[config.mk]
export PLATFORM = sky130hd
export DESIGN_NAME = neighbor_prefetch_tag_cache_flat
export DESIGN_NICKNAME = d
export VERILOG_FILES = /design/src/hdl/npt_pkg.sv /design/src/hdl/npt_if.sv /design/src/hdl/neighbor_prefetch_tag_cache.sv /design/src/hdl/npt_mod.sv /design/src/hdl/npt_dp.sv /design/src/hdl/npt_ctrl.sv /design/src/flat_wrapper.sv
export SDC_FILE = /design/constraint.sdc
export NUM_CORES = 1
export LEC_CHECK = 0
export BUFFER_PORTS_ARGS = -buffer_cell sky130_fd_sc_hd__buf_2
export CELL_PAD_IN_SITES_DETAIL_PLACEMENT = 1
export CELL_PAD_IN_SITES_GLOBAL_PLACEMENT = 1
export CORE_UTILIZATION = 44
export CTS_CLUSTER_DIAMETER = 40
export DETAILED_ROUTE_END_ITERATION = 16
export PLACE_DENSITY_LB_ADDON = 0.1
export SLEW_MARGIN = 15
export SYNTH_ARGS = -nofsm -noshare
export SYNTH_HDL_FRONTEND = slang
export SYNTH_SLANG_ARGS = --single-unit
[constraint.sdc]
create_clock -name clk -period 8.85 [get_ports clk]
set_input_delay 0.885 -clock clk [delete_from_list [all_inputs] [get_ports clk]]
set_output_delay 0.885 -clock clk [all_outputs]
set_load 0.01 [all_outputs]
[src/hdl/npt_pkg.sv]
// ----------------------------------------------------------------------------
// npt_pkg
// Shared types and constants for the neighbour prefetch tag cache.
// ----------------------------------------------------------------------------
package npt_pkg;

  localparam int CNT_W         = 16;
  localparam int NUM_SLOTS     = 3;
  localparam int SLOT_W        = 2;
  localparam int PAGE_BITS_DEF = 16;

  // request type codes
  localparam logic REQ_ACCESS = 1'b0;
  localparam logic REQ_DONE   = 1'b1;

  typedef enum logic [1:0] {
    ST_IDLE,
    ST_EXEC,
    ST_DIV
  } ctrl_state_t;

  typedef struct packed {
    logic load_item;
    logic div_start;
    logic commit;
  } npt_cmd_t;

  typedef struct packed {
    logic need_div;
    logic div_done;
  } npt_sts_t;

  typedef struct packed {
    logic              hit;
    logic              fetch_now;
    logic              stored;
    logic [SLOT_W-1:0] slot_used;
    logic              prefetch_issue;
    logic [CNT_W-1:0]  prefetch_page;
    logic              out_of_range;
  } npt_rsp_t;

endpackage

[src/hdl/npt_if.sv]
// ----------------------------------------------------------------------------
// npt channel interfaces
// Request, response and configuration channels with valid/ready handshake.
// ----------------------------------------------------------------------------
interface npt_req_if #(
  parameter int PAGE_BITS = npt_pkg::PAGE_BITS_DEF
);
  logic                 valid;
  logic                 ready;
  logic                 req_type;
  logic [PAGE_BITS-1:0] page_index;

  modport source (output valid, req_type, page_index, input ready);
  modport sink   (input valid, req_type, page_index, output ready);
endinterface

interface npt_rsp_if;
  logic                        valid;
  logic                        ready;
  logic                        hit;
  logic                        fetch_now;
  logic                        stored;
  logic [npt_pkg::SLOT_W-1:0]  slot_used;
  logic                        prefetch_issue;
  logic [npt_pkg::CNT_W-1:0]   prefetch_page;
  logic                        out_of_range;

  modport source (output valid, hit, fetch_now, stored, slot_used, prefetch_issue,
                  prefetch_page, out_of_range, input ready);
  modport sink   (input valid, hit, fetch_now, stored, slot_used, prefetch_issue,
                  prefetch_page, out_of_range, output ready);
endinterface

interface npt_cfg_if;
  logic                      valid;
  logic                      ready;
  logic [npt_pkg::CNT_W-1:0] page_count;

  modport source (output valid, page_count, input ready);
  modport sink   (input valid, page_count, output ready);
endinterface

[src/hdl/neighbor_prefetch_tag_cache.sv]
// ----------------------------------------------------------------------------
// neighbor_prefetch_tag_cache
// Three-slot tag cache with circular neighbour prefetch.
// ----------------------------------------------------------------------------
// Each transaction is accepted in ST_IDLE; in ST_EXEC the tag compares,
// insert and prefetch choice are combinational and registered on commit. A
// completion that arrives while the current page is not below page_count
// first goes through ST_DIV, where the bit-serial remainder unit reduces the
// current page into range. One transaction is in work at a time; the next is
// accepted while a finished response still waits in the output register.
// page_count is written through the cfg channel, which is always ready, and
// must only be changed while the block is idle.
module neighbor_prefetch_tag_cache #(
  parameter int PAGE_BITS = npt_pkg::PAGE_BITS_DEF
) (
  input  logic       clk,
  input  logic       rst,
  npt_cfg_if.sink    cfg,
  npt_req_if.sink    req,
  npt_rsp_if.source  rsp
);

  npt_pkg::npt_cmd_t cmd;
  npt_pkg::npt_sts_t sts;
  npt_pkg::npt_rsp_t result;
  logic              req_ready;
  logic              rsp_valid;
  logic              cfg_we;

  assign cfg.ready = 1'b1;
  assign cfg_we    = cfg.valid;

  npt_ctrl u_ctrl (
    .clk       (clk),
    .rst       (rst),
    .req_valid (req.valid),
    .req_ready (req_ready),
    .rsp_valid (rsp_valid),
    .rsp_ready (rsp.ready),
    .sts       (sts),
    .cmd       (cmd)
  );

  npt_dp #(
    .PAGE_BITS (PAGE_BITS)
  ) u_dp (
    .clk            (clk),
    .rst            (rst),
    .cmd            (cmd),
    .sts            (sts),
    .cfg_we         (cfg_we),
    .cfg_page_count (cfg.page_count),
    .in_req_type    (req.req_type),
    .in_page_index  (req.page_index),
    .result         (result)
  );

  assign req.ready          = req_ready;
  assign rsp.valid          = rsp_valid;
  assign rsp.hit            = result.hit;
  assign rsp.fetch_now      = result.fetch_now;
  assign rsp.stored         = result.stored;
  assign rsp.slot_used      = result.slot_used;
  assign rsp.prefetch_issue = result.prefetch_issue;
  assign rsp.prefetch_page  = result.prefetch_page;
  assign rsp.out_of_range   = result.out_of_range;

endmodule

[src/hdl/npt_mod.sv]
// ----------------------------------------------------------------------------
// npt_mod
// Bit-serial restoring remainder unit, one dividend bit per cycle.
// ----------------------------------------------------------------------------
module npt_mod #(
  parameter int PAGE_BITS = npt_pkg::PAGE_BITS_DEF
) (
  input  logic                      clk,
  input  logic                      rst,
  input  logic                      start,
  input  logic [PAGE_BITS-1:0]      dividend,
  input  logic [npt_pkg::CNT_W-1:0] divisor,
  output logic                      done,
  output logic [npt_pkg::CNT_W-1:0] rem
);

  localparam int CW = $clog2(PAGE_BITS + 1);

  logic                      run;
  logic [CW-1:0]             cnt;
  logic [PAGE_BITS-1:0]      sh;
  logic [npt_pkg::CNT_W:0]   trial;
  logic [npt_pkg::CNT_W:0]   diff;

  assign trial = {rem, sh[PAGE_BITS-1]};
  assign diff  = trial - {1'b0, divisor};

  always_ff @(posedge clk) begin
    if (rst) begin
      run  <= 1'b0;
      done <= 1'b0;
      cnt  <= '0;
    end else begin
      done <= run && (cnt == CW'(1));
      if (start) begin
        run <= 1'b1;
        cnt <= CW'(PAGE_BITS);
      end else if (run) begin
        cnt <= cnt - CW'(1);
        if (cnt == CW'(1)) begin
          run <= 1'b0;
        end
      end
    end
  end

  always_ff @(posedge clk) begin
    if (start) begin
      sh  <= dividend;
      rem <= '0;
    end else if (run) begin
      sh <= sh << 1;
      // trial stays below twice the divisor, so one subtract is enough
      if (trial >= {1'b0, divisor}) begin
        rem <= diff[npt_pkg::CNT_W-1:0];
      end else begin
        rem <= trial[npt_pkg::CNT_W-1:0];
      end
    end
  end

endmodule

[src/hdl/npt_dp.sv]
// ----------------------------------------------------------------------------
// npt_dp
// Datapath: item and slot registers, tag compares, insert and prefetch choice.
// ----------------------------------------------------------------------------
module npt_dp #(
  parameter int PAGE_BITS = npt_pkg::PAGE_BITS_DEF
) (
  input  logic                      clk,
  input  logic                      rst,
  input  npt_pkg::npt_cmd_t         cmd,
  output npt_pkg::npt_sts_t         sts,
  input  logic                      cfg_we,
  input  logic [npt_pkg::CNT_W-1:0] cfg_page_count,
  input  logic                      in_req_type,
  input  logic [PAGE_BITS-1:0]      in_page_index,
  output npt_pkg::npt_rsp_t         result
);

  localparam int CW    = npt_pkg::CNT_W;
  localparam int NS    = npt_pkg::NUM_SLOTS;
  localparam int SW    = npt_pkg::SLOT_W;
  localparam int CMP_W = (PAGE_BITS > CW) ? PAGE_BITS : CW;

  logic [CW-1:0]        page_count;
  logic                 item_type;
  logic [PAGE_BITS-1:0] item_page;
  logic [PAGE_BITS-1:0] cur;
  logic                 busy;
  logic                 rem_valid;
  logic [NS-1:0]        slot_valid;
  logic [PAGE_BITS-1:0] slot_page [NS];

  logic                 div_done;
  logic [CW-1:0]        div_rem;

  logic                 oor;
  logic                 cur_lt;
  logic                 is_access;
  logic [PAGE_BITS-1:0] cur_new;
  logic [CW-1:0]        base;
  logic [CW:0]          base_inc;
  logic [CW-1:0]        nx;
  logic [CW-1:0]        pv;
  logic [NS-1:0]        match_vec;
  logic [NS-1:0]        free_vec;
  logic [SW-1:0]        match_slot;
  logic [SW-1:0]        free_slot;
  logic [SW-1:0]        dest;
  logic                 any_match;
  logic                 any_free;
  logic                 ins_ok;
  logic                 do_insert;
  logic [NS-1:0]        valid_n;
  logic [PAGE_BITS-1:0] page_n [NS];
  logic                 nx_cached;
  logic                 pv_cached;
  logic                 busy_mid;
  logic                 issue;
  logic                 hit;
  npt_pkg::npt_rsp_t    res_next;

  function automatic logic wanted(input logic [PAGE_BITS-1:0] p,
                                  input logic [PAGE_BITS-1:0] c,
                                  input logic [CW-1:0]        n,
                                  input logic [CW-1:0]        v);
    logic [CMP_W-1:0] pe;
    pe = CMP_W'(p);
    return (pe == CMP_W'(c)) || (pe == CMP_W'(n)) || (pe == CMP_W'(v));
  endfunction

  npt_mod #(
    .PAGE_BITS (PAGE_BITS)
  ) u_mod (
    .clk      (clk),
    .rst      (rst),
    .start    (cmd.div_start),
    .dividend (cur),
    .divisor  (page_count),
    .done     (div_done),
    .rem      (div_rem)
  );

  assign oor       = CMP_W'(item_page) >= CMP_W'(page_count);
  assign cur_lt    = CMP_W'(cur) < CMP_W'(page_count);
  assign is_access = (item_type == npt_pkg::REQ_ACCESS);

  assign sts.need_div = !is_access && !oor && !cur_lt && !rem_valid;
  assign sts.div_done = div_done;

  // neighbours come from the current page reduced into range
  assign cur_new  = is_access ? item_page : cur;
  assign base     = is_access ? CW'(item_page) : (cur_lt ? CW'(cur) : div_rem);
  assign base_inc = {1'b0, base} + (CW + 1)'(1);
  assign nx       = (base_inc == {1'b0, page_count}) ? '0 : base_inc[CW-1:0];
  assign pv       = (base == '0) ? page_count - CW'(1) : base - CW'(1);

  always_comb begin
    for (int i = 0; i < NS; i++) begin
      match_vec[i] = slot_valid[i] && (slot_page[i] == item_page);
      free_vec[i]  = !slot_valid[i] || !wanted(slot_page[i], cur_new, nx, pv);
    end
    match_slot = '0;
    free_slot  = '0;
    for (int i = NS - 1; i >= 0; i--) begin
      if (match_vec[i]) begin
        match_slot = SW'(i);
      end
      if (free_vec[i]) begin
        free_slot = SW'(i);
      end
    end
  end

  assign any_match = |match_vec;
  assign any_free  = |free_vec;
  assign hit       = is_access && any_match;
  assign ins_ok    = wanted(item_page, cur_new, nx, pv);
  assign dest      = any_match ? match_slot : free_slot;
  assign do_insert = !oor && !hit && ins_ok && (any_match || any_free);

  always_comb begin
    for (int i = 0; i < NS; i++) begin
      if (do_insert && (dest == SW'(i))) begin
        valid_n[i] = 1'b1;
        page_n[i]  = item_page;
      end else begin
        valid_n[i] = slot_valid[i];
        page_n[i]  = slot_page[i];
      end
    end
    nx_cached = 1'b0;
    pv_cached = 1'b0;
    for (int i = 0; i < NS; i++) begin
      if (valid_n[i] && (CMP_W'(page_n[i]) == CMP_W'(nx))) begin
        nx_cached = 1'b1;
      end
      if (valid_n[i] && (CMP_W'(page_n[i]) == CMP_W'(pv))) begin
        pv_cached = 1'b1;
      end
    end
  end

  assign busy_mid = is_access ? busy : 1'b0;
  assign issue    = !busy_mid && !(nx_cached && pv_cached);

  always_comb begin
    res_next = '0;
    if (oor) begin
      res_next.out_of_range = 1'b1;
    end else begin
      res_next.hit            = hit;
      res_next.fetch_now      = is_access && !hit;
      res_next.stored         = do_insert;
      res_next.slot_used      = hit ? match_slot : (do_insert ? dest : '0);
      res_next.prefetch_issue = issue;
      res_next.prefetch_page  = issue ? (nx_cached ? pv : nx) : '0;
    end
  end

  always_ff @(posedge clk) begin
    if (rst) begin
      page_count <= CW'(1);
      cur        <= '0;
      busy       <= 1'b0;
      rem_valid  <= 1'b0;
      slot_valid <= '0;
      for (int i = 0; i < NS; i++) begin
        slot_page[i] <= '0;
      end
    end else begin
      if (cfg_we) begin
        page_count <= cfg_page_count;
      end
      if (cmd.load_item) begin
        rem_valid <= 1'b0;
      end else if (div_done) begin
        rem_valid <= 1'b1;
      end
      if (cmd.commit && !oor) begin
        cur        <= cur_new;
        busy       <= busy_mid | issue;
        slot_valid <= valid_n;
        for (int i = 0; i < NS; i++) begin
          slot_page[i] <= page_n[i];
        end
      end
    end
  end

  always_ff @(posedge clk) begin
    if (cmd.load_item) begin
      item_type <= in_req_type;
      item_page <= in_page_index;
    end
    if (cmd.commit) begin
      result <= res_next;
    end
  end

endmodule

[src/hdl/npt_ctrl.sv]
// ----------------------------------------------------------------------------
// npt_ctrl
// Controller: request handshake, sequencing of the remainder unit, result flag.
// ----------------------------------------------------------------------------
module npt_ctrl (
  input  logic              clk,
  input  logic              rst,
  input  logic              req_valid,
  output logic              req_ready,
  output logic              rsp_valid,
  input  logic              rsp_ready,
  input  npt_pkg::npt_sts_t sts,
  output npt_pkg::npt_cmd_t cmd
);

  npt_pkg::ctrl_state_t state;
  npt_pkg::ctrl_state_t state_next;
  logic                 out_free;

  assign out_free = !rsp_valid || rsp_ready;

  always_ff @(posedge clk) begin
    if (rst) begin
      state     <= npt_pkg::ST_IDLE;
      rsp_valid <= 1'b0;
    end else begin
      state <= state_next;
      if (cmd.commit) begin
        rsp_valid <= 1'b1;
      end else if (rsp_ready) begin
        rsp_valid <= 1'b0;
      end
    end
  end

  always_comb begin
    state_next = state;
    cmd        = '0;
    req_ready  = 1'b0;
    unique case (state)
      npt_pkg::ST_IDLE: begin
        req_ready = 1'b1;
        if (req_valid) begin
          cmd.load_item = 1'b1;
          state_next    = npt_pkg::ST_EXEC;
        end
      end
      npt_pkg::ST_EXEC: begin
        // stale current page needs its remainder before the lookup
        if (sts.need_div) begin
          cmd.div_start = 1'b1;
          state_next    = npt_pkg::ST_DIV;
        end else if (out_free) begin
          cmd.commit = 1'b1;
          state_next = npt_pkg::ST_IDLE;
        end
      end
      npt_pkg::ST_DIV: begin
        if (sts.div_done) begin
          state_next = npt_pkg::ST_EXEC;
        end
      end
      default: begin
        state_next = npt_pkg::ST_IDLE;
      end
    endcase
  end

endmodule

[src/flat_wrapper.sv]
// flat-port wrapper written by rule: the top's interface ports become plain ports
module neighbor_prefetch_tag_cache_flat 
#(
  parameter int PAGE_BITS = npt_pkg::PAGE_BITS_DEF
)
  (clk, rst, cfg_valid, cfg_page_count, cfg_ready, req_valid, req_req_type, req_page_index, req_ready, rsp_valid, rsp_hit, rsp_fetch_now, rsp_stored, rsp_slot_used, rsp_prefetch_issue, rsp_prefetch_page, rsp_out_of_range, rsp_ready);
  npt_cfg_if cfg_i ();
  npt_req_if #(.PAGE_BITS(PAGE_BITS)) req_i ();
  npt_rsp_if rsp_i ();
  input  logic clk;
  input  logic rst;
  input wire logic [$bits(cfg_i.valid)-1:0] cfg_valid;
  input wire logic [$bits(cfg_i.page_count)-1:0] cfg_page_count;
  output wire logic [$bits(cfg_i.ready)-1:0] cfg_ready;
  input wire logic [$bits(req_i.valid)-1:0] req_valid;
  input wire logic [$bits(req_i.req_type)-1:0] req_req_type;
  input wire logic [$bits(req_i.page_index)-1:0] req_page_index;
  output wire logic [$bits(req_i.ready)-1:0] req_ready;
  output wire logic [$bits(rsp_i.valid)-1:0] rsp_valid;
  output wire logic [$bits(rsp_i.hit)-1:0] rsp_hit;
  output wire logic [$bits(rsp_i.fetch_now)-1:0] rsp_fetch_now;
  output wire logic [$bits(rsp_i.stored)-1:0] rsp_stored;
  output wire logic [$bits(rsp_i.slot_used)-1:0] rsp_slot_used;
  output wire logic [$bits(rsp_i.prefetch_issue)-1:0] rsp_prefetch_issue;
  output wire logic [$bits(rsp_i.prefetch_page)-1:0] rsp_prefetch_page;
  output wire logic [$bits(rsp_i.out_of_range)-1:0] rsp_out_of_range;
  input wire logic [$bits(rsp_i.ready)-1:0] rsp_ready;
  assign cfg_i.valid = cfg_valid;
  assign cfg_i.page_count = cfg_page_count;
  assign cfg_ready = cfg_i.ready;
  assign req_i.valid = req_valid;
  assign req_i.req_type = req_req_type;
  assign req_i.page_index = req_page_index;
  assign req_ready = req_i.ready;
  assign rsp_valid = rsp_i.valid;
  assign rsp_hit = rsp_i.hit;
  assign rsp_fetch_now = rsp_i.fetch_now;
  assign rsp_stored = rsp_i.stored;
  assign rsp_slot_used = rsp_i.slot_used;
  assign rsp_prefetch_issue = rsp_i.prefetch_issue;
  assign rsp_prefetch_page = rsp_i.prefetch_page;
  assign rsp_out_of_range = rsp_i.out_of_range;
  assign rsp_i.ready = rsp_ready;
  neighbor_prefetch_tag_cache #(.PAGE_BITS(PAGE_BITS)) u_core (.clk(clk), .rst(rst), .cfg(cfg_i), .req(req_i), .rsp(rsp_i));
endmodule
### Word-level counts from Yosys, hierarchy flattened

Memory sizes are Yosys's and may differ from the RTL's.
Index checks and enable logic that the tools add are counted.

| storage, ports and cells | value |
|---|---|
| bits in writable memories | 48 |
| output and inout port bits | 26 |
| logic and storage cells | 187 |
| memories | 1 |
| register bits | 119 |
| input bits | 38 |

| cells by class | value |
|---|---|
| bitwise logic cells | 6 |
| reductions and logical operators | 61 |
| equal/unequal tests | 30 |
| multiplexer cells | 59 |
| $add $sub $neg | 5 |
| magnitude comparators | 3 |

Memories:

| name | depth | bits a word | read ports | clocked after Yosys merged registers in | wr ports | line | RTL |
|---|---|---|---|---|---|---|---|
| u_core.u_dp.slot_page | 3 | 16 | 3 | 0 | 3 | npt_dp.sv:31 | `logic [PAGE_BITS-1:0] slot_page [NS];` |

Operators with widths:

| cell | count |
|---|---|
| $eq 16x16->1 | 21 |
| $mux 16 | 15 |
| $sub 16x1->16 const B | 2 |
| $mux 2 | 14 |
| $mux 1 | 27 |
| $logic_and 1x1->1 | 24 |
| $add 16x1->17 const B | 1 |
| $eq 17x16->1 | 1 |
| $ge 17x16->1 | 1 |
| $ge 16x16->1 | 1 |
| $logic_not 16->1 | 1 |
| $lt 16x16->1 | 1 |
| $sub 16x16->16 | 1 |
| $logic_not 1->1 | 13 |
| $logic_or 1x1->1 | 13 |
| $mux 5 | 2 |
| $pmux 2 s3 | 1 |
| $reduce_or 2->1 | 3 |
| $reduce_or 3->1 | 2 |
| $eq 5x1->1 const B | 1 |
| $sub 5x1->5 const B | 1 |
| $eq 2x1->1 const B | 2 |
| $eq 2x2->1 const B | 2 |
| $logic_not 2->1 | 2 |
| 6 further kinds | 12 |

### Logic depth before layout (Yosys ltp)

| logic depth | value |
|---|---|
| depth in word-level cells | 28 |
| depth in mapped cells | 38 |

### By module

Synthesis repeated with hierarchy kept, for this count alone.

| unflattened totals | value |
|---|---|
| cells, all modules | 2338 |
| area, all modules | 18964.4 um2 |

By module, submodules not included:

| module | sequential area each (um2) | area an instance (um2) | cells each | instances |
|---|---|---|---|---|
| npt_dp | 3383.2 | 16044.1 | 2012 | 1 |
| npt_mod | 940.9 | 2745.1 | 307 | 1 |
| npt_ctrl | 60.1 | 163.9 | 17 | 1 |
| neighbor_prefetch_tag_cache | 0.0 | 11.3 | 2 | 1 |

### Worst setup path before layout

OpenSTA, ideal clock, no wires.

| timing | value |
|---|---|
| kind | flip-flop to flip-flop |
| from | register u_core.u_dp.page_count[14] |
| to | register u_core.u_dp.result[12] (netlist name) |
| slack | -0.540 ns |
| data arrival time | 9.107 ns |
| clock period less this slack | 9.390 ns |
| stages on the path, launching flop included | 36 |
| buffers on the path | 5 |
| path through | dfxtp_1 -> clkbuf_1 -> inv_1 -> ha_1 -> nand4_1 -> or2_1 -> o31ai_2 -> nor3_2 -> a221oi_2 -> clkbuf_1 -> ha_1 -> and4bb_2 -> and3_1 -> clkbuf_1 -> nand2_2 -> mux2i_1 -> ha_1 -> inv_1 -> a2111o_1 -> a22o_1 -> a311o_1 -> clkbuf_1 -> xor2_1 -> a211o_1 -> or4_1 -> or4_1 -> o32a_1 -> o21a_1 -> o31a_1 -> or2_1 -> o41ai_1 -> o21ai_1 -> o311a_1 -> nand2_1 -> buf_2 -> o22ai_1 |

| on the way | value |
|---|---|
| longest elaborated chain between the ends | 28 |
| elaborated cells between the ends (all ways) | 79 |
| those cells by class | add/sub: 3; order compare: 2; eq/ne: 17; mux: 21; bitwise: 1; reduce/logical: 35 |

Ends and longest elaborated chain:

| what | line | RTL |
|---|---|---|
| start, declared | npt_dp.sv:24 | `logic [CW-1:0] page_count;` |
| start signal, assigned | npt_dp.sv:172 | `page_count <= cfg_page_count;` |
| $lt 16x16->1 | npt_dp.sv:84 | `assign cur_lt = CMP_W'(cur) < CMP_W'(page_count);` |
| $mux 16 (2 in a row) | npt_dp.sv:92 | `assign base = is_access ? CW'(item_page) : (cur_lt ? CW'(cur) : div_rem);` |
| $add 16x1->17 | npt_dp.sv:93 | `assign base_inc = {1'b0, base} + (CW + 1)'(1);` |
| $eq 17x16->1 | npt_dp.sv:94 | `assign nx = (base_inc == {1'b0, page_count}) ? '0 : base_inc[CW-1:0];` |
| $mux 16 | npt_dp.sv:94 |  |
| $eq 16x16->1 | npt_dp.sv:68 | `return (pe == CMP_W'(c)) \|\| (pe == CMP_W'(n)) \|\| (pe == CMP_W'(v));` |
| $logic_or 1x1->1 (2 in a row) | npt_dp.sv:68 |  |
| $logic_not 1->1 | npt_dp.sv:100 | `free_vec[i] = !slot_valid[i] \|\| !wanted(slot_page[i], cur_new, nx, pv);` |
| [... 8 more ...] | -- |  |
| $eq 16x16->1, on equally long branches | npt_dp.sv:134, npt_dp.sv:137 |  |
| $logic_and 1x1->1, on equally long branches | npt_dp.sv:134, npt_dp.sv:137 |  |
| $mux 1, on equally long branches (3 in a row) | npt_dp.sv:134, npt_dp.sv:137 |  |
| $logic_and 1x1->1 | npt_dp.sv:144 | `assign issue = !busy_mid && !(nx_cached && pv_cached);` |
| $logic_not 1->1 | npt_dp.sv:144 |  |
| $logic_and 1x1->1 | npt_dp.sv:144 |  |
| $not 1->1 (no line) | -- |  |
| $reduce_or 2->1 (no line) | -- |  |

Several ways; a longest one is shown, not always the timed one.
A chain may end at the register's enable or synchronous reset.

### Worst setup path after layout

| timing | value |
|---|---|
| from | register u_core.u_dp.page_count[15] |
| to | register u_core.u_dp.result[6] (netlist name) |

| on the way | value |
|---|---|
| longest elaborated chain between the ends | 28 |
| elaborated cells between the ends (all ways) | 79 |
| those cells by class | add/sub: 3; order compare: 2; eq/ne: 17; mux: 21; bitwise: 1; reduce/logical: 35 |

Ends and longest elaborated chain:

| what | line |
|---|---|
| $lt 16x16->1 | npt_dp.sv:84 |
| $mux 16 (2 in a row) | npt_dp.sv:92 |
| $add 16x1->17 | npt_dp.sv:93 |
| $eq 17x16->1 | npt_dp.sv:94 |
| $mux 16 | npt_dp.sv:94 |
| $eq 16x16->1 | npt_dp.sv:68 |
| $logic_or 1x1->1 (2 in a row) | npt_dp.sv:68 |
| $logic_not 1->1 | npt_dp.sv:100 |
| [... 8 more ...] | -- |
| $eq 16x16->1, on equally long branches | npt_dp.sv:134, npt_dp.sv:137 |
| $logic_and 1x1->1, on equally long branches | npt_dp.sv:134, npt_dp.sv:137 |
| $mux 1, on equally long branches (3 in a row) | npt_dp.sv:134, npt_dp.sv:137 |
| $logic_and 1x1->1 | npt_dp.sv:144 |
| $logic_not 1->1 | npt_dp.sv:144 |
| $logic_and 1x1->1 | npt_dp.sv:144 |
| $not 1->1 (no line) | -- |
| $reduce_or 2->1 (no line) | -- |

Several ways; a longest one is shown, not always the timed one.

==> reports/qor.yml <==
irDropWorstVdd_mv: 0.178
synth_area_per_cell_um2: 8.25
dieWidth_um: 199
setup_tns_ns: 0
syn_to_final_growth_pct: 13.8
clock_skew_ns: 0.0232
hp-class: "reg2reg"
via_per_inst: 7.19
dp.cells: 2626
clkPwrFrac_pct: 21.0
drive_gt1_share_pct: 16.9
path_buf_inv: 7
crit_arrival_ns: 8.87
crit_type: "reg2reg"
p_per_area_mw_per_mm2: 198
finalSetupViolCount: 0
cts_tree: "done"
cts.clk_slew.worst_paths_ns: 0.08
drv_slew: 0
globalRouteTotalUtil_pct: 49.2
synth-seq-cells: 167
required_ns: 9.07
synth-seq-area-share_pct: 25.8
slowest_stage: "nor4_1"
synthTopCellsByArea: "edfxtp_1 18%, xnor2_1 11%, dfxtp_1 7.4%, mux2i_1 4.6%, nor2_1 4.4%"
power_mw: 3.84
drt_iter0_markers: 2712
vias: 19176
holdBufCountCts: 0
initial_utilization_pct: 45.0
stdcell_count: 2666
min_period_over_period_pct: 97.8
yosysTopAreaCell: "edfxtp_1"
rows: 71
antenna_cells: 0
synth_cell_types: 107
fp.dieH_um: 199
power.share.sequential_pct: 28.3
cts_sinks: 167
h-tree-depth: 4
max_cap_viol_count: 0
synth_nets: 2155
nets: 2233
synth_cells: 2064
leakage_nw: 7.11
drc_errors: 0
hold_viol_final: 0
antenna_found_initial: 3
switching_share_pct: 48.4
switchingPower_mw: 1.86
synthMostInstantiatedCell: "xnor2_1"
grt_pass1_wl_um: 136000
gp_congestion: 1.10
worst_slack_ns: 0.199
critPathTopFamily: "simple AND/OR/NAND/NOR gates"
combPwrFrac_pct: 50.7
post-place-ws_ns: -0.0483
internal_power_mw: 1.98
firstDrtPassIters: 6
io_pins: 64
port_buffers: 62
slew_headroom_pct: 14.1
status: "complete, no violations"
clk_latency_ns: 0.53
synth_edf_count: 104
critPathMaxFanout: 24
dp_hpwl_um: 72000
ys_top_cells_by_count: "205 x xnor2_1, 199 x nor2_1, 160 x nand2_1"
grt_pass1_vias: 18914
cts_inserted_buffers: 17
core_area_mm2: 0.0378
synthArstFlopShare_pct: 0
dieArea_mm2: 0.0395
wl_per_cell_um: 36.2
crit_path_end_kind: "flop"
timing.hold.ws_ns: 0.519
tightest_slew_ns: 1.29
cts_root_buffer: "clkbuf_16"
clockBufferDepth: 2
critPathMaxStageDelay_ns: 0.84
grt_max_degree: 49
ys.flop_type: "edfxtp_1"
grt_overflow_total: 0
fmax_mhz: 116
synth_warnings: 0
routed_wl_um: 96400
yosys.area.top_type_share_pct: 18.3
ant_nets: 0
fillers: 4519
cp-start-kind: "flop"
syn_area_mm2: 0.0170
fin_crit_ns: 8.65
-- cell usage in the layout, fill, tap and decap left out, drive strengths merged, types with 25 or more instances in the layout --
cell type,instances
nand4,34
a21oi,114
a211oi,33
nor4,54
edfxtp,104
o32ai,25
nor3,50
o22ai,28
mux2i,78
inv,63
a31oi,41
a21o,26
nand3,51
nor2,203
xnor2,207
ha,52
nand2,161
buf,233
xor2,64
o21ai,63
dfxtp,63
-- layer usage --
layer	GRT usage (%)	vias to the layer above	wire, um
met5	0	-	0
met4	27.6	0	6210
met3	19.1	385	14300
met2	67.7	1478	38200
met1	64.8	9501	37700
li1	-	7812	-
-- kinds of logic after synthesis --
logic type | after synthesis | share of synthesized area, %
fa+ha+maj | 53 | 3.94
simple gates | 712 | 21.7
mux | 98 | 5.93
compound gates | 523 | 22.3
other cells | 1 | 0.0220
xor+xnor | 277 | 14.9
flops | 167 | 25.8
buf+inv | 233 | 5.46
-- through the flow --
| step | cell area, um2 | util [%] |
|---|---|---|
| finish | 19400 | 51.2 |
| global placement | 18600 | 49.0 |
| global route | 19400 | 51.2 |
| detailed placement | 18600 | 49.0 |
| CTS | 19200 | 50.7 |
| floorplan | 17100 | - |
-- worst reg2reg max path: cells and delay by family (launching register included) --
kind | cells | cell delay, ns
simple gates | 10 | 2.88
compound gates | 10 | 2.66
buf+inv | 7 | 1.20
fa+ha+maj | 2 | 0.71
flops | 1 | 0.35
mux | 1 | 0.34
xor+xnor | 1 | 0.20
-- final timing paths --
path | endpoint | cells past startpoint | slack, ns | from
worst min-delay path | u_core.u_dp.rem_valid | 2 | 0.52 | u_core.u_dp.rem_valid
worst max-delay path | u_core.u_dp.result[6] | 31 | 0.20 | u_core.u_dp.page_count[15]
worst max register to register | u_core.u_dp.result[6] | 31 | 0.20 | u_core.u_dp.page_count[15]
worst min register to register | u_core.u_dp.rem_valid | 2 | 0.52 | u_core.u_dp.rem_valid
-- power groups by stage --
stage	combinational, mW	sequential [mW]	clock, mW
after floorplan	1.20	0.980	0
after global placement	1.77	1.08	0
after detailed placement	1.81	1.09	0
after CTS	1.83	1.07	0.815
after global routing	2.02	1.08	0.837
final	1.95	1.09	0.808
-- final cells by class --
cell class | instances | area (um2) | area share [%]
multi-input combinational | 1665 | 11900 | 61.4
clock buffer | 17 | 425 | 2.20
clock inverter | 15 | 203 | 1.05
tap | 511 | 639 | 3.30
timing repair buffer | 233 | 1610 | 8.31
inverter | 58 | 218 | 1.12
sequential | 167 | 4390 | 22.6
-- state kept, by name (all words and copies together), names as in the netlist --
register and flops:
u_core.u_ctrl.rsp_valid 1, u_core.u_ctrl.state 2, u_core.u_dp.busy 1, u_core.u_dp.cur 16, u_core.u_dp.item_page 16, u_core.u_dp.item_type 1
u_core.u_dp.page_count 16, u_core.u_dp.rem_valid 1, u_core.u_dp.result 23, u_core.u_dp.slot_page 48, u_core.u_dp.slot_valid 3, u_core.u_dp.u_mod.cnt 5
u_core.u_dp.u_mod.done 1, u_core.u_dp.u_mod.rem 16, u_core.u_dp.u_mod.run 1, u_core.u_dp.u_mod.sh 16
-- what timing repair did --
action                     in CTS  in global routing
setup buffers                   0                  7
resized for setup               2                 23
setup endpoints to repair      16                 18
cloned                          0                  1
pin swaps                       0                  6
(Power assumes the default switching activity.)
